**src/hdl/triangle_primitive_assembler_unit_macros.svh**
```systemverilog
// Assertion macros shared by the triangle primitive assembler RTL.
`ifndef TRIANGLE_PRIMITIVE_ASSEMBLER_UNIT_MACROS_SVH
`define TRIANGLE_PRIMITIVE_ASSEMBLER_UNIT_MACROS_SVH

// Checked property, disabled while reset is asserted.
`define TPA_ASSERT(lbl, prop, msg) \
  lbl: assert property (@(posedge clk_i) disable iff (!rst_ni) (prop)) else $error(msg);

// Checked property that also holds during reset.
`define TPA_ASSERT_ALWAYS(lbl, prop, msg) \
  lbl: assert property (@(posedge clk_i) (prop)) else $error(msg);

`endif

```
**src/hdl/tpa_pkg.sv**
```systemverilog
// Shared types and constants of the triangle primitive assembler.
package tpa_pkg;

  localparam int unsigned VERTEX_ID_BITS_DEF = 16;
  localparam int unsigned QUEUE_DEPTH_DEF    = 2;

  typedef enum logic [1:0] {
    MODE_LIST  = 2'd0,
    MODE_STRIP = 2'd1,
    MODE_FAN   = 2'd2
  } draw_mode_e;

  typedef enum logic [1:0] {
    PH_NONE = 2'd0,
    PH_ONE  = 2'd1,
    PH_TWO  = 2'd2
  } phase_e;

  typedef enum logic [2:0] {
    ACT_ANCHOR     = 3'd0,
    ACT_SECOND     = 3'd1,
    ACT_LIST       = 3'd2,
    ACT_STRIP_EVEN = 3'd3,
    ACT_STRIP_ODD  = 3'd4,
    ACT_FAN        = 3'd5
  } action_e;

  typedef struct packed {
    action_e action;
    logic    last;
  } tpa_ctl_t;

  typedef struct packed {
    logic full;
    logic empty;
  } tpa_qstat_t;

endpackage

```
**src/hdl/triangle_primitive_assembler_unit.sv**
```systemverilog
// Top level of the triangle primitive assembler: front end, request queue and back end.
//
//   Channel   Handshake                Payload
//   --------  -----------------------  ----------------------------------------------
//   vertex    push / full              vertex_id_i, end_of_draw_i
//   result    empty / pop              tri_valid_o, corner_a_o, corner_b_o,
//                                      corner_c_o, draw_done_o
//   config    cfg_valid_i/cfg_ready_o  cfg_data_i (draw mode)
//
// One vertex is taken per cycle while the queue is not full; its result is written to a queue
// entry and then to the result register, limited by the single result register.
// Reset clears the draw mode to list, the phase and winding tracking, and all queue state.
// A stalled result holds the back end, and the two-entry queue then fills and raises full.
// Configuration writes are always ready and take effect on the next classified vertex.
module triangle_primitive_assembler_unit #(
  parameter int unsigned VertexIdBits = tpa_pkg::VERTEX_ID_BITS_DEF,
  parameter int unsigned QueueDepth   = tpa_pkg::QUEUE_DEPTH_DEF
) (
  input  logic                    clk_i,
  input  logic                    rst_ni,
  input  logic                    cfg_valid_i,
  output logic                    cfg_ready_o,
  input  logic [1:0]              cfg_data_i,
  input  logic                    push,
  output logic                    full,
  input  logic [VertexIdBits-1:0] vertex_id_i,
  input  logic                    end_of_draw_i,
  output logic                    empty,
  input  logic                    pop,
  output logic                    tri_valid_o,
  output logic [VertexIdBits-1:0] corner_a_o,
  output logic [VertexIdBits-1:0] corner_b_o,
  output logic [VertexIdBits-1:0] corner_c_o,
  output logic                    draw_done_o
);
  import tpa_pkg::*;

  `include "triangle_primitive_assembler_unit_macros.svh"

  localparam int unsigned QBits = $bits(tpa_ctl_t) + VertexIdBits;

  tpa_qstat_t              q_stat;
  tpa_ctl_t                f_ctl, b_ctl;
  logic [VertexIdBits-1:0] f_vid, b_vid;
  logic                    q_push, q_pop;
  logic [QBits-1:0]        q_rd_data;

  assign cfg_ready_o = 1'b1;
  assign full        = q_stat.full;

  tpa_front #(
    .VertexIdBits(VertexIdBits)
  ) u_front (
    .clk_i        (clk_i),
    .rst_ni       (rst_ni),
    .cfg_valid_i  (cfg_valid_i),
    .cfg_data_i   (cfg_data_i),
    .push_i       (push),
    .vertex_id_i  (vertex_id_i),
    .end_of_draw_i(end_of_draw_i),
    .q_stat_i     (q_stat),
    .q_push_o     (q_push),
    .q_ctl_o      (f_ctl),
    .q_vid_o      (f_vid)
  );

  tpa_queue #(
    .DataBits(QBits),
    .Depth   (QueueDepth)
  ) u_queue (
    .clk_i    (clk_i),
    .rst_ni   (rst_ni),
    .wr_en_i  (q_push),
    .wr_data_i({f_ctl, f_vid}),
    .rd_en_i  (q_pop),
    .rd_data_o(q_rd_data),
    .stat_o   (q_stat)
  );

  assign b_ctl = q_rd_data[QBits-1:VertexIdBits];
  assign b_vid = q_rd_data[VertexIdBits-1:0];

  tpa_back #(
    .VertexIdBits(VertexIdBits)
  ) u_back (
    .clk_i      (clk_i),
    .rst_ni     (rst_ni),
    .q_stat_i   (q_stat),
    .q_ctl_i    (b_ctl),
    .q_vid_i    (b_vid),
    .q_pop_o    (q_pop),
    .pop_i      (pop),
    .empty_o    (empty),
    .tri_valid_o(tri_valid_o),
    .corner_a_o (corner_a_o),
    .corner_b_o (corner_b_o),
    .corner_c_o (corner_c_o),
    .draw_done_o(draw_done_o)
  );

  `TPA_ASSERT(a_result_held, (!empty && !pop) |=> !empty, "waiting result was dropped")
  `TPA_ASSERT(a_drain_clears, (q_stat.empty && !empty && pop) |=> empty, "result register did not drain")
  `TPA_ASSERT(a_fast_path, (q_push && q_stat.empty && (empty || pop)) |=> q_pop, "queued request was not forwarded")
  `TPA_ASSERT(a_queue_flags, !(q_stat.full && q_stat.empty), "queue full and empty at once")

endmodule

```
**src/hdl/tpa_front.sv**
```systemverilog
// Front end: accepts vertices, tracks draw phase and winding, and classifies each vertex.
module tpa_front #(
  parameter int unsigned VertexIdBits = tpa_pkg::VERTEX_ID_BITS_DEF
) (
  input  logic                    clk_i,
  input  logic                    rst_ni,
  input  logic                    cfg_valid_i,
  input  logic [1:0]              cfg_data_i,
  input  logic                    push_i,
  input  logic [VertexIdBits-1:0] vertex_id_i,
  input  logic                    end_of_draw_i,
  input  tpa_pkg::tpa_qstat_t     q_stat_i,
  output logic                    q_push_o,
  output tpa_pkg::tpa_ctl_t       q_ctl_o,
  output logic [VertexIdBits-1:0] q_vid_o
);
  import tpa_pkg::*;

  logic [1:0] mode_q;
  phase_e     phase_q, phase_d;
  logic       odd_q, odd_d;
  action_e    action;

  assign q_push_o = push_i && !q_stat_i.full;

  always_comb begin
    phase_d = phase_q;
    odd_d   = odd_q;
    action  = ACT_ANCHOR;
    case (phase_q)
      PH_NONE: begin
        action  = ACT_ANCHOR;
        phase_d = PH_ONE;
      end
      PH_ONE: begin
        action  = ACT_SECOND;
        phase_d = PH_TWO;
      end
      PH_TWO: begin
        case (mode_q)
          MODE_STRIP: begin
            action = odd_q ? ACT_STRIP_ODD : ACT_STRIP_EVEN;
            odd_d  = !odd_q;
          end
          MODE_FAN: begin
            action = ACT_FAN;
          end
          default: begin
            // The unused mode code assembles like a list.
            action  = ACT_LIST;
            phase_d = PH_NONE;
          end
        endcase
      end
      default: begin
        action  = ACT_ANCHOR;
        phase_d = PH_ONE;
      end
    endcase
    if (end_of_draw_i) begin
      phase_d = PH_NONE;
      odd_d   = 1'b0;
    end
  end

  assign q_ctl_o.action = action;
  assign q_ctl_o.last   = end_of_draw_i;
  assign q_vid_o        = vertex_id_i;

  always_ff @(posedge clk_i or negedge rst_ni) begin
    if (!rst_ni) begin
      mode_q  <= MODE_LIST;
      phase_q <= PH_NONE;
      odd_q   <= 1'b0;
    end else begin
      if (cfg_valid_i) begin
        mode_q <= cfg_data_i;
      end
      if (q_push_o) begin
        phase_q <= phase_d;
        odd_q   <= odd_d;
      end
    end
  end

endmodule

```
**src/hdl/tpa_queue.sv**
```systemverilog
// Short request queue between the classifying front end and the assembling back end.
module tpa_queue #(
  parameter int unsigned DataBits = 8,
  parameter int unsigned Depth    = tpa_pkg::QUEUE_DEPTH_DEF
) (
  input  logic                clk_i,
  input  logic                rst_ni,
  input  logic                wr_en_i,
  input  logic [DataBits-1:0] wr_data_i,
  input  logic                rd_en_i,
  output logic [DataBits-1:0] rd_data_o,
  output tpa_pkg::tpa_qstat_t stat_o
);
  import tpa_pkg::*;

  localparam int unsigned PtrW = (Depth > 1) ? $clog2(Depth) : 1;
  localparam int unsigned CntW = $clog2(Depth + 1);

  logic [DataBits-1:0] mem_q [Depth];
  logic [PtrW-1:0]     wr_ptr_q, rd_ptr_q;
  logic [CntW-1:0]     cnt_q;

  function automatic logic [PtrW-1:0] ptr_next(input logic [PtrW-1:0] p);
    ptr_next = (p == PtrW'(Depth - 1)) ? '0 : p + PtrW'(1);
  endfunction

  assign stat_o.full  = (cnt_q == CntW'(Depth));
  assign stat_o.empty = (cnt_q == '0);
  assign rd_data_o    = mem_q[rd_ptr_q];

  always_ff @(posedge clk_i) begin
    if (wr_en_i) begin
      mem_q[wr_ptr_q] <= wr_data_i;
    end
  end

  always_ff @(posedge clk_i or negedge rst_ni) begin
    if (!rst_ni) begin
      wr_ptr_q <= '0;
      rd_ptr_q <= '0;
      cnt_q    <= '0;
    end else begin
      if (wr_en_i) begin
        wr_ptr_q <= ptr_next(wr_ptr_q);
      end
      if (rd_en_i) begin
        rd_ptr_q <= ptr_next(rd_ptr_q);
      end
      if (wr_en_i && !rd_en_i) begin
        cnt_q <= cnt_q + CntW'(1);
      end else if (!wr_en_i && rd_en_i) begin
        cnt_q <= cnt_q - CntW'(1);
      end
    end
  end

endmodule

```
**src/hdl/tpa_back.sv**
```systemverilog
// Back end: holds the retained vertices, forms triangles and drives the result register.
module tpa_back #(
  parameter int unsigned VertexIdBits = tpa_pkg::VERTEX_ID_BITS_DEF
) (
  input  logic                    clk_i,
  input  logic                    rst_ni,
  input  tpa_pkg::tpa_qstat_t     q_stat_i,
  input  tpa_pkg::tpa_ctl_t       q_ctl_i,
  input  logic [VertexIdBits-1:0] q_vid_i,
  output logic                    q_pop_o,
  input  logic                    pop_i,
  output logic                    empty_o,
  output logic                    tri_valid_o,
  output logic [VertexIdBits-1:0] corner_a_o,
  output logic [VertexIdBits-1:0] corner_b_o,
  output logic [VertexIdBits-1:0] corner_c_o,
  output logic                    draw_done_o
);
  import tpa_pkg::*;

  logic [VertexIdBits-1:0] anchor_q, anchor_d;
  logic [VertexIdBits-1:0] older_q, older_d;
  logic [VertexIdBits-1:0] newer_q, newer_d;
  logic                    out_valid_q;
  logic                    tri_q, tri_d;
  logic [VertexIdBits-1:0] a_q, a_d, b_q, b_d, c_q, c_d;
  logic                    done_q;

  // A request moves on whenever the result register is free or is being drained.
  assign q_pop_o = !q_stat_i.empty && (!out_valid_q || pop_i);

  always_comb begin
    anchor_d = anchor_q;
    older_d  = older_q;
    newer_d  = newer_q;
    tri_d    = 1'b0;
    a_d      = '0;
    b_d      = '0;
    c_d      = '0;
    case (q_ctl_i.action)
      ACT_ANCHOR: begin
        anchor_d = q_vid_i;
        older_d  = q_vid_i;
      end
      ACT_SECOND: begin
        newer_d = q_vid_i;
      end
      ACT_LIST: begin
        tri_d = 1'b1;
        a_d   = older_q;
        b_d   = newer_q;
        c_d   = q_vid_i;
      end
      ACT_STRIP_EVEN: begin
        tri_d   = 1'b1;
        a_d     = older_q;
        b_d     = newer_q;
        c_d     = q_vid_i;
        older_d = newer_q;
        newer_d = q_vid_i;
      end
      ACT_STRIP_ODD: begin
        tri_d   = 1'b1;
        a_d     = newer_q;
        b_d     = older_q;
        c_d     = q_vid_i;
        older_d = newer_q;
        newer_d = q_vid_i;
      end
      ACT_FAN: begin
        tri_d   = 1'b1;
        a_d     = anchor_q;
        b_d     = newer_q;
        c_d     = q_vid_i;
        newer_d = q_vid_i;
      end
      default: begin
        tri_d = 1'b0;
      end
    endcase
  end

  always_ff @(posedge clk_i) begin
    if (q_pop_o) begin
      anchor_q <= anchor_d;
      older_q  <= older_d;
      newer_q  <= newer_d;
      tri_q    <= tri_d;
      a_q      <= a_d;
      b_q      <= b_d;
      c_q      <= c_d;
      done_q   <= q_ctl_i.last;
    end
  end

  always_ff @(posedge clk_i or negedge rst_ni) begin
    if (!rst_ni) begin
      out_valid_q <= 1'b0;
    end else if (q_pop_o) begin
      out_valid_q <= 1'b1;
    end else if (pop_i) begin
      out_valid_q <= 1'b0;
    end
  end

  assign empty_o     = !out_valid_q;
  assign tri_valid_o = tri_q;
  assign corner_a_o  = a_q;
  assign corner_b_o  = b_q;
  assign corner_c_o  = c_q;
  assign draw_done_o = done_q;

endmodule

```
**config.mk**
```make
export PLATFORM = sky130hd
export DESIGN_NAME = triangle_primitive_assembler_unit
export DESIGN_NICKNAME = d
export VERILOG_FILES = /design/src/hdl/tpa_pkg.sv /design/src/hdl/triangle_primitive_assembler_unit.sv /design/src/hdl/tpa_front.sv /design/src/hdl/tpa_queue.sv /design/src/hdl/tpa_back.sv
export VERILOG_INCLUDE_DIRS = /design/src /design/src/hdl
export SDC_FILE = /design/constraint.sdc
export NUM_CORES = 1
export LEC_CHECK = 0
export ABC_AREA = 1
export BUFFER_PORTS_ARGS = -buffer_cell sky130_fd_sc_hd__buf_2
export CORE_AREA = 2 2 104 157
export CTS_CLUSTER_DIAMETER = 100
export DETAILED_ROUTE_END_ITERATION = 16
export DIE_AREA = 0 0 106 159
export HOLD_SLACK_MARGIN = 0.1
export SETUP_SLACK_MARGIN = 0.1
export SLEW_MARGIN = 20
export SYNTH_ARGS = -nofsm -noshare
export SYNTH_HDL_FRONTEND = slang
export SYNTH_SLANG_ARGS = --single-unit
```
**constraint.sdc**
```tcl
create_clock -name clk_i -period 5.6 [get_ports clk_i]
set_clock_uncertainty 0.2 [all_clocks]
set_input_delay 1.12 -clock clk_i [delete_from_list [all_inputs] [get_ports clk_i]]
set_output_delay 1.12 -clock clk_i [all_outputs]
set_load 0.03 [all_outputs]
```
# Word level (Yosys, flattened, before mapping)
# Memory sizes are Yosys's and may differ from the RTL's.
# Index checks and enable logic that the tools add are counted.
totals:
  ff_bits: 108
  ram_bits: 40
  inputBits: 24
  output_inout_bits: 53
  elab_cells: 81
  mem_count: 1
memory_table:
  columns: ["memory", "depth", "width", "rd", "rd_ports_with_merged_regs", "write_ports", "line_no", "text"]
  rows:
  - ["u_queue.mem_q", 2, 20, 1, 0, 1, "tpa_queue.sv:19", "logic [DataBits-1:0] mem_q [Depth];"]
classes:
  n_addsub: 4
  eq_ne: 11
  mux: 21
  n_reduce_logical: 29
op_table:
  columns: ["operator", "n"]
  rows:
  - ["one-hot mux 16 bit (2 select lines)", 2]
  - ["one-hot mux 16 bit (3 select lines)", 1]
  - ["one-hot mux 3 bit (2 select lines)", 2]
  - ["2-to-1 mux 1 bit", 10]
  - ["nonzero test 2 bit", 5]
  - ["2-to-1 mux 2 bit", 4]
  - ["AND reduction 2 bit", 4]
  - ["OR reduction 4 bit", 2]
  - ["equality test 2 bit, second input constant", 3]
  - ["equality test 3 x 2 -> 1 bit, second input constant", 2]
  - ["equality test 3 bit, second input constant", 2]
  - ["zero test 1 bit", 6]
  - ["OR reduction 2 bit", 3]
  - ["equality test 2 x 1 -> 1 bit, second input constant", 2]
  - ["logical AND 1 bit", 4]
  - ["one-hot mux 2 bit (2 select lines)", 1]
  - ["equality test 3 x 1 -> 1 bit, second input constant", 1]
  - ["zero test 3 bit", 1]
  - ["2-to-1 mux 3 bit", 1]
  - ["!= test 3 bit, second input constant", 1]
  - ["AND reduction 3 bit", 1]
  - ["OR reduction 3 bit", 1]
  - ["adder 1 bit, second input constant", 2]
  - ["adder 2 x 1 -> 2 bit, second input constant", 1]
  - ["3 further kinds", 3]

# Longest topological paths before layout
depth:
  ltp_word: 7
  ltp_mapped: 10
  mapped_depth_nobuf: 8

# Cells and area by module
# Synthesis repeated with hierarchy kept, for this count alone.
unflattened:
  cells_unflattened: 477
  hier_area_um2: 6304.8
modules_own_cells:
  columns: ["module", "n_inst", "cells_each", "area_each_um2", "seq_area_each_um2"]
  rows:
  - ["tpa_back", 1, 323, 4088.9, 2967.8]
  - ["tpa_queue", 1, 87, 1726.7, 1301.2]
  - ["tpa_front", 1, 65, 478.0, 125.1]
  - ["triangle_primitive_assembler_unit", 1, 2, 11.3, 0.0]

# Worst setup path after synthesis
# OpenSTA, ideal clock, no wires.
synth_path:
  path_type: "input port to flip-flop"
  from: "input pop"
  to: "register u_back.older_q[0], enable pin"
  setup_time_ns: 0.411
  arrival_time_ns: 5.437
  required_time_ns: 4.989
  path_slack_ns: -0.448
  path_stages: 4
  path_buffers: 0
  cell_sequence: "nor2_1 > a21oi_1 > inv_1 > o21ai_0"
synth_between:
  elab_chain_len: 3
synth_rtl:
  columns: ["element", "line_no", "text"]
  rows:
  - ["from (decl)", "triangle_primitive_assembler_unit.sv:29", "input logic pop,"]
  - ["logical OR 1 bit", "tpa_back.sv:30", "assign q_pop_o = !q_stat_i.empty && (!out_valid_q || pop_i);"]
  - ["logical AND 1 bit", "tpa_back.sv:30", null]
  - ["named net q_pop", "triangle_primitive_assembler_unit.sv:45", "logic q_push, q_pop;"]
  - ["AND reduction 2 bit (no line)", null, null]
  - ["to (signal assigned)", "tpa_back.sv:86", "older_q <= older_d;"]
  - ["to (decl)", "tpa_back.sv:22", "logic [VertexIdBits-1:0] older_q, older_d;"]
# The timed path passes the listed nets, and every way through them passes these cells.
# A chain may end at the register's enable or synchronous reset.

# Worst setup path after layout
layout_path:
  from: "input pop"
  to: "register u_back.anchor_q[1], enable pin"
layout_between:
  elab_chain_len: 3
layout_rtl:
  columns: ["element", "line_no", "text"]
  rows:
  - ["logical OR 1 bit", "tpa_back.sv:30", null]
  - ["logical AND 1 bit", "tpa_back.sv:30", null]
  - ["named net q_pop", "triangle_primitive_assembler_unit.sv:45", null]
  - ["AND reduction 2 bit (no line)", null, null]
  - ["to (signal assigned)", "tpa_back.sv:85", "anchor_q <= anchor_d;"]
  - ["to (decl)", "tpa_back.sv:21", "logic [VertexIdBits-1:0] anchor_q, anchor_d;"]
# The timed path passes the listed nets, and every way through them passes these cells.

==> run_results.csv <==
group,metric,value,unit
cts,postCtsHoldBufs,0,
synth,syn_nets,525,
setup_path,slowest_stage,"nor2_2",
die,fp.coreArea,15480,um^2
setup_path,cp.depth,6,
routing,viasPerCell,4.622,
cells_and_area,fillers,1401,
setup_path,path_class,"input pin to register",
cts,cts_resized,0,
setup_path,cp-end-kind,"register",
cells_and_area,area_delta_synth_final,18.40,%
setup_path,cp_slowest_stage_delay,0.62,ns
cells_and_area,drive_gt1_share,21.60,%
cts,insertion_delay,0.41,ns
routing,dr_total_vias,3656,
sta,slew_violations,0,
power_and_ir_drop,p_leak,3.004,nW
sta,hold_viol,0,
setup_path,crit_path_start_kind,"input pin",
setup_path,crit_required,5.43,ns
sta,setup_tns,0,ns
synth,synth_seq_area_share,71.89,%
cts,cts_setup_buffers,0,
synth,synthCells,495,
sta,relSlewSlack,41.47,%
grt,grt_pass1_wl,17990,um
routing,first_pass_iters,4,
cts,cts_tree,"yes",
cells_and_area,num-nets-final,605,
synth,synth_edf_count,138,
cts,clockRootBuffer,"clkbuf_16",
min_path,whs_path_depth,1,
setup_path,r2r_setup_slack,2.73,ns
routing,drc,0,
synth,synthArstFlopShare,6.757,%
synth,synth_area_leader_cell,"edfxtp_1",
setup_path,crit_family,"simple AND/OR/NAND/NOR gates",
cells_and_area,multi_input_area,1490,um^2
routing,drtIter0Drc,225,
grt,first_global_vias,3608,
min_path,hold_end,"u_queue.cnt_q[0]",
die,fp-row-count,56,
power_and_ir_drop,p_per_area,666.2,nW/um^2
grt,antenna_found_initial,0,
cells_and_area,antenna_cells,0,
setup_path,path_cells,"buf_2 -> nor2_1 -> a21oi_4 -> buf_4 -> nand3_1 -> nor2_2",
die,dieArea,16850,um^2
routing,drt-wirelength-per-cell,13.97,um
grt,grt.total_usage,13.71,%
setup_path,worstPathArrival,2.78,ns
cts,cts_buffers,17,
placed_design,io_buffers,75,
cts,clk_pin_slew,0.06,ns
synth,ys.warnings.count,0,
outcome,status,"finished clean",
sta,worstMarginPinSlew,0.8780,ns
sta,fmax,339.5,MHz
placed_design,place_hpwl,8051,um
sta,rsz0062_at_grt,"false",
synth,ys_top_cells_by_area,"edfxtp_1 68%, nand2_1 11%, dfrtp_1 4.1%",
synth,syn_area_per_cell,12.35,um^2
setup_path,reg2reg_to,"u_back.older_q[12]",
setup_path,cp.buffers_inverters,2,
sta,finalSetupViolations,0,
grt,overflow,0,
cells_and_area,fin_cells,791,
synth,synth_flop_cell,"edfxtp_1",
synth,netlist_area,6112,um^2
grt,grt_max_degree,54,
setup_path,rr_worst_depth,6,
synth,yosysMostFrequentCell,"nand2_1",
cts,htreeDepth,4,
placed_design,gpl.final_weighted_congestion,0.7893,
die,initial_core_util,39.47,%
min_path,hp-class,"register to register",
setup_path,critical_path.max_fanout,53,
min_path,min_from,"u_queue.cnt_q[0]",
cells_and_area,seq_area,4394,um^2
routing,ant_nets,0,
die,die_w,106,um
cells_and_area,final_cell_area,7237,um^2
die,die_h,159,um
placed_design,dp.cells,759,
placed_design,placed_area,6638,um^2
sta,finalCritPeriodShare,52.60,%
synth,synth_top_area_share,67.80,%
die,io-pin-count,77,
run,cap_violations,0,
routing,wirelength,11050,um
power_and_ir_drop,vdd_drop_max,0.4278,mV
cts,cts.sinks,148,
synth,synth_common_cells,"185 x nand2_1, 138 x edfxtp_1, 49 x nand3_1",
cts,cts_buffer_depth,2,
synth,ys_types,27,
setup_path,timing.rr.start,"u_queue.rd_ptr_q",
sta,fin_crit,2.946,ns
synth,ys_seq_elements,148,
==> worst register-to-register path, delay by kind of cell, from the launching register on <==
kind,cells,cell delay (ns)
compound gates,1,0.21
buf+inv,2,0.65
flops,1,0.71
simple gates,3,0.78
==> stage by stage <==
stage	power [W]	hold slack [ns]	worst slack, ns	util, %
finish	0.004821	0.3312	2.654	46.74
global route	0.005104	0.3499	2.537	46.74
CTS	0.004868	0.3315	2.341	46.72
detailed placement	0.003731	0.3091	1.921	42.87
global placement	0.003671	0.2987	1.989	42.87
floorplan	0.003315	0.2822	0.8391	-
==> cell families (layout without fill, tap and decap cells) <==
family	after synthesis	after routing	share of synthesized area, %
and+or+nand+nor	262	262	19.08
DFF	148	148	71.89
buffers and inverters	42	135	3.951
AOI/OAI and AO/OA	33	33	3.357
adders and majority gates	6	6	1.228
xor gates and xnor gates	3	3	0.4300
other	1	1	0.06135
==> worst max-delay path by stage <==
stage	slack (ns)	from	end
after floorplan	0.84	pop	u_back.older_q[0]
after global placement	1.99	pop	u_back.anchor_q[4]
after detailed placement	1.92	pop	u_back.anchor_q[15]
after CTS	2.34	pop	u_back.anchor_q[1]
after global routing	2.54	pop	u_back.anchor_q[1]
final	2.65	pop	u_back.anchor_q[1]
==> cells in the final DEF, fill, tap and decap left out, types with 2 or more instances in the layout <==
master	n
buf_4	5
clkbuf_1	5
ha_1	6
bufinv_16	3
nand2_4	6
nand2_2	5
dfrtp_1	10
inv_1	21
o21ai_0	9
buf_2	75
nand4_1	2
nand3_1	49
a21boi_0	16
nand3_4	2
nor2_1	8
clkinv_4	2
a21oi_1	6
edfxtp_1	138
clkinv_2	2
nand2_1	185
clkbuf_8	2
xor2_1	2
clkbuf_16	17
==> flip-flops by register name (all words and copies together), names as in the netlist <==
name	cells
u_back.anchor_q	16
u_front.mode_q	2
u_front.phase_q	2
u_back.tri_valid_o	1
u_back.older_q	16
u_back.corner_a_o	16
u_front.odd_q	1
u_queue.mem_q	40
u_back.corner_b_o	16
u_back.corner_c_o	16
u_queue.rd_ptr_q	1
u_back.out_valid_q	1
u_back.draw_done_o	1
u_queue.wr_ptr_q	1
u_queue.cnt_q	2
u_back.newer_q	16
==> where the power goes <==
group	leakage [nW]	switching [W]	internal, W
clock	0.288	0.000408	0.000725
sequential	1.45	0.000166	0.00185
combinational	1.27	0.00125	0.000427
total	3.00	0.00182	0.00300
==> per-layer routing <==
layer | vias to the layer above | GRT usage (%) | wire length (um) | part of all wire (%)
li1 | 1854 | - | - | -
met1 | 1722 | 15.00 | 4427 | 40
met2 | 69 | 25.04 | 6068 | 55
met3 | 11 | 3.275 | 378 | 3.4
met4 | 0 | 5.742 | 172 | 1.6
met5 | - | 0 | 0 | 0
==> final cells by class <==
cell class | instances | area share (%)
Tap cell | 203 | 3.510
Timing Repair Buffer | 80 | 5.705
Sequential cell | 148 | 60.72
Clock inverter | 8 | 1.729
Clock buffer | 24 | 6.518
Multi-Input combinational cell | 305 | 20.59
Inverter | 23 | 1.228
No activity file was read; power rests on OpenSTA's default activity.
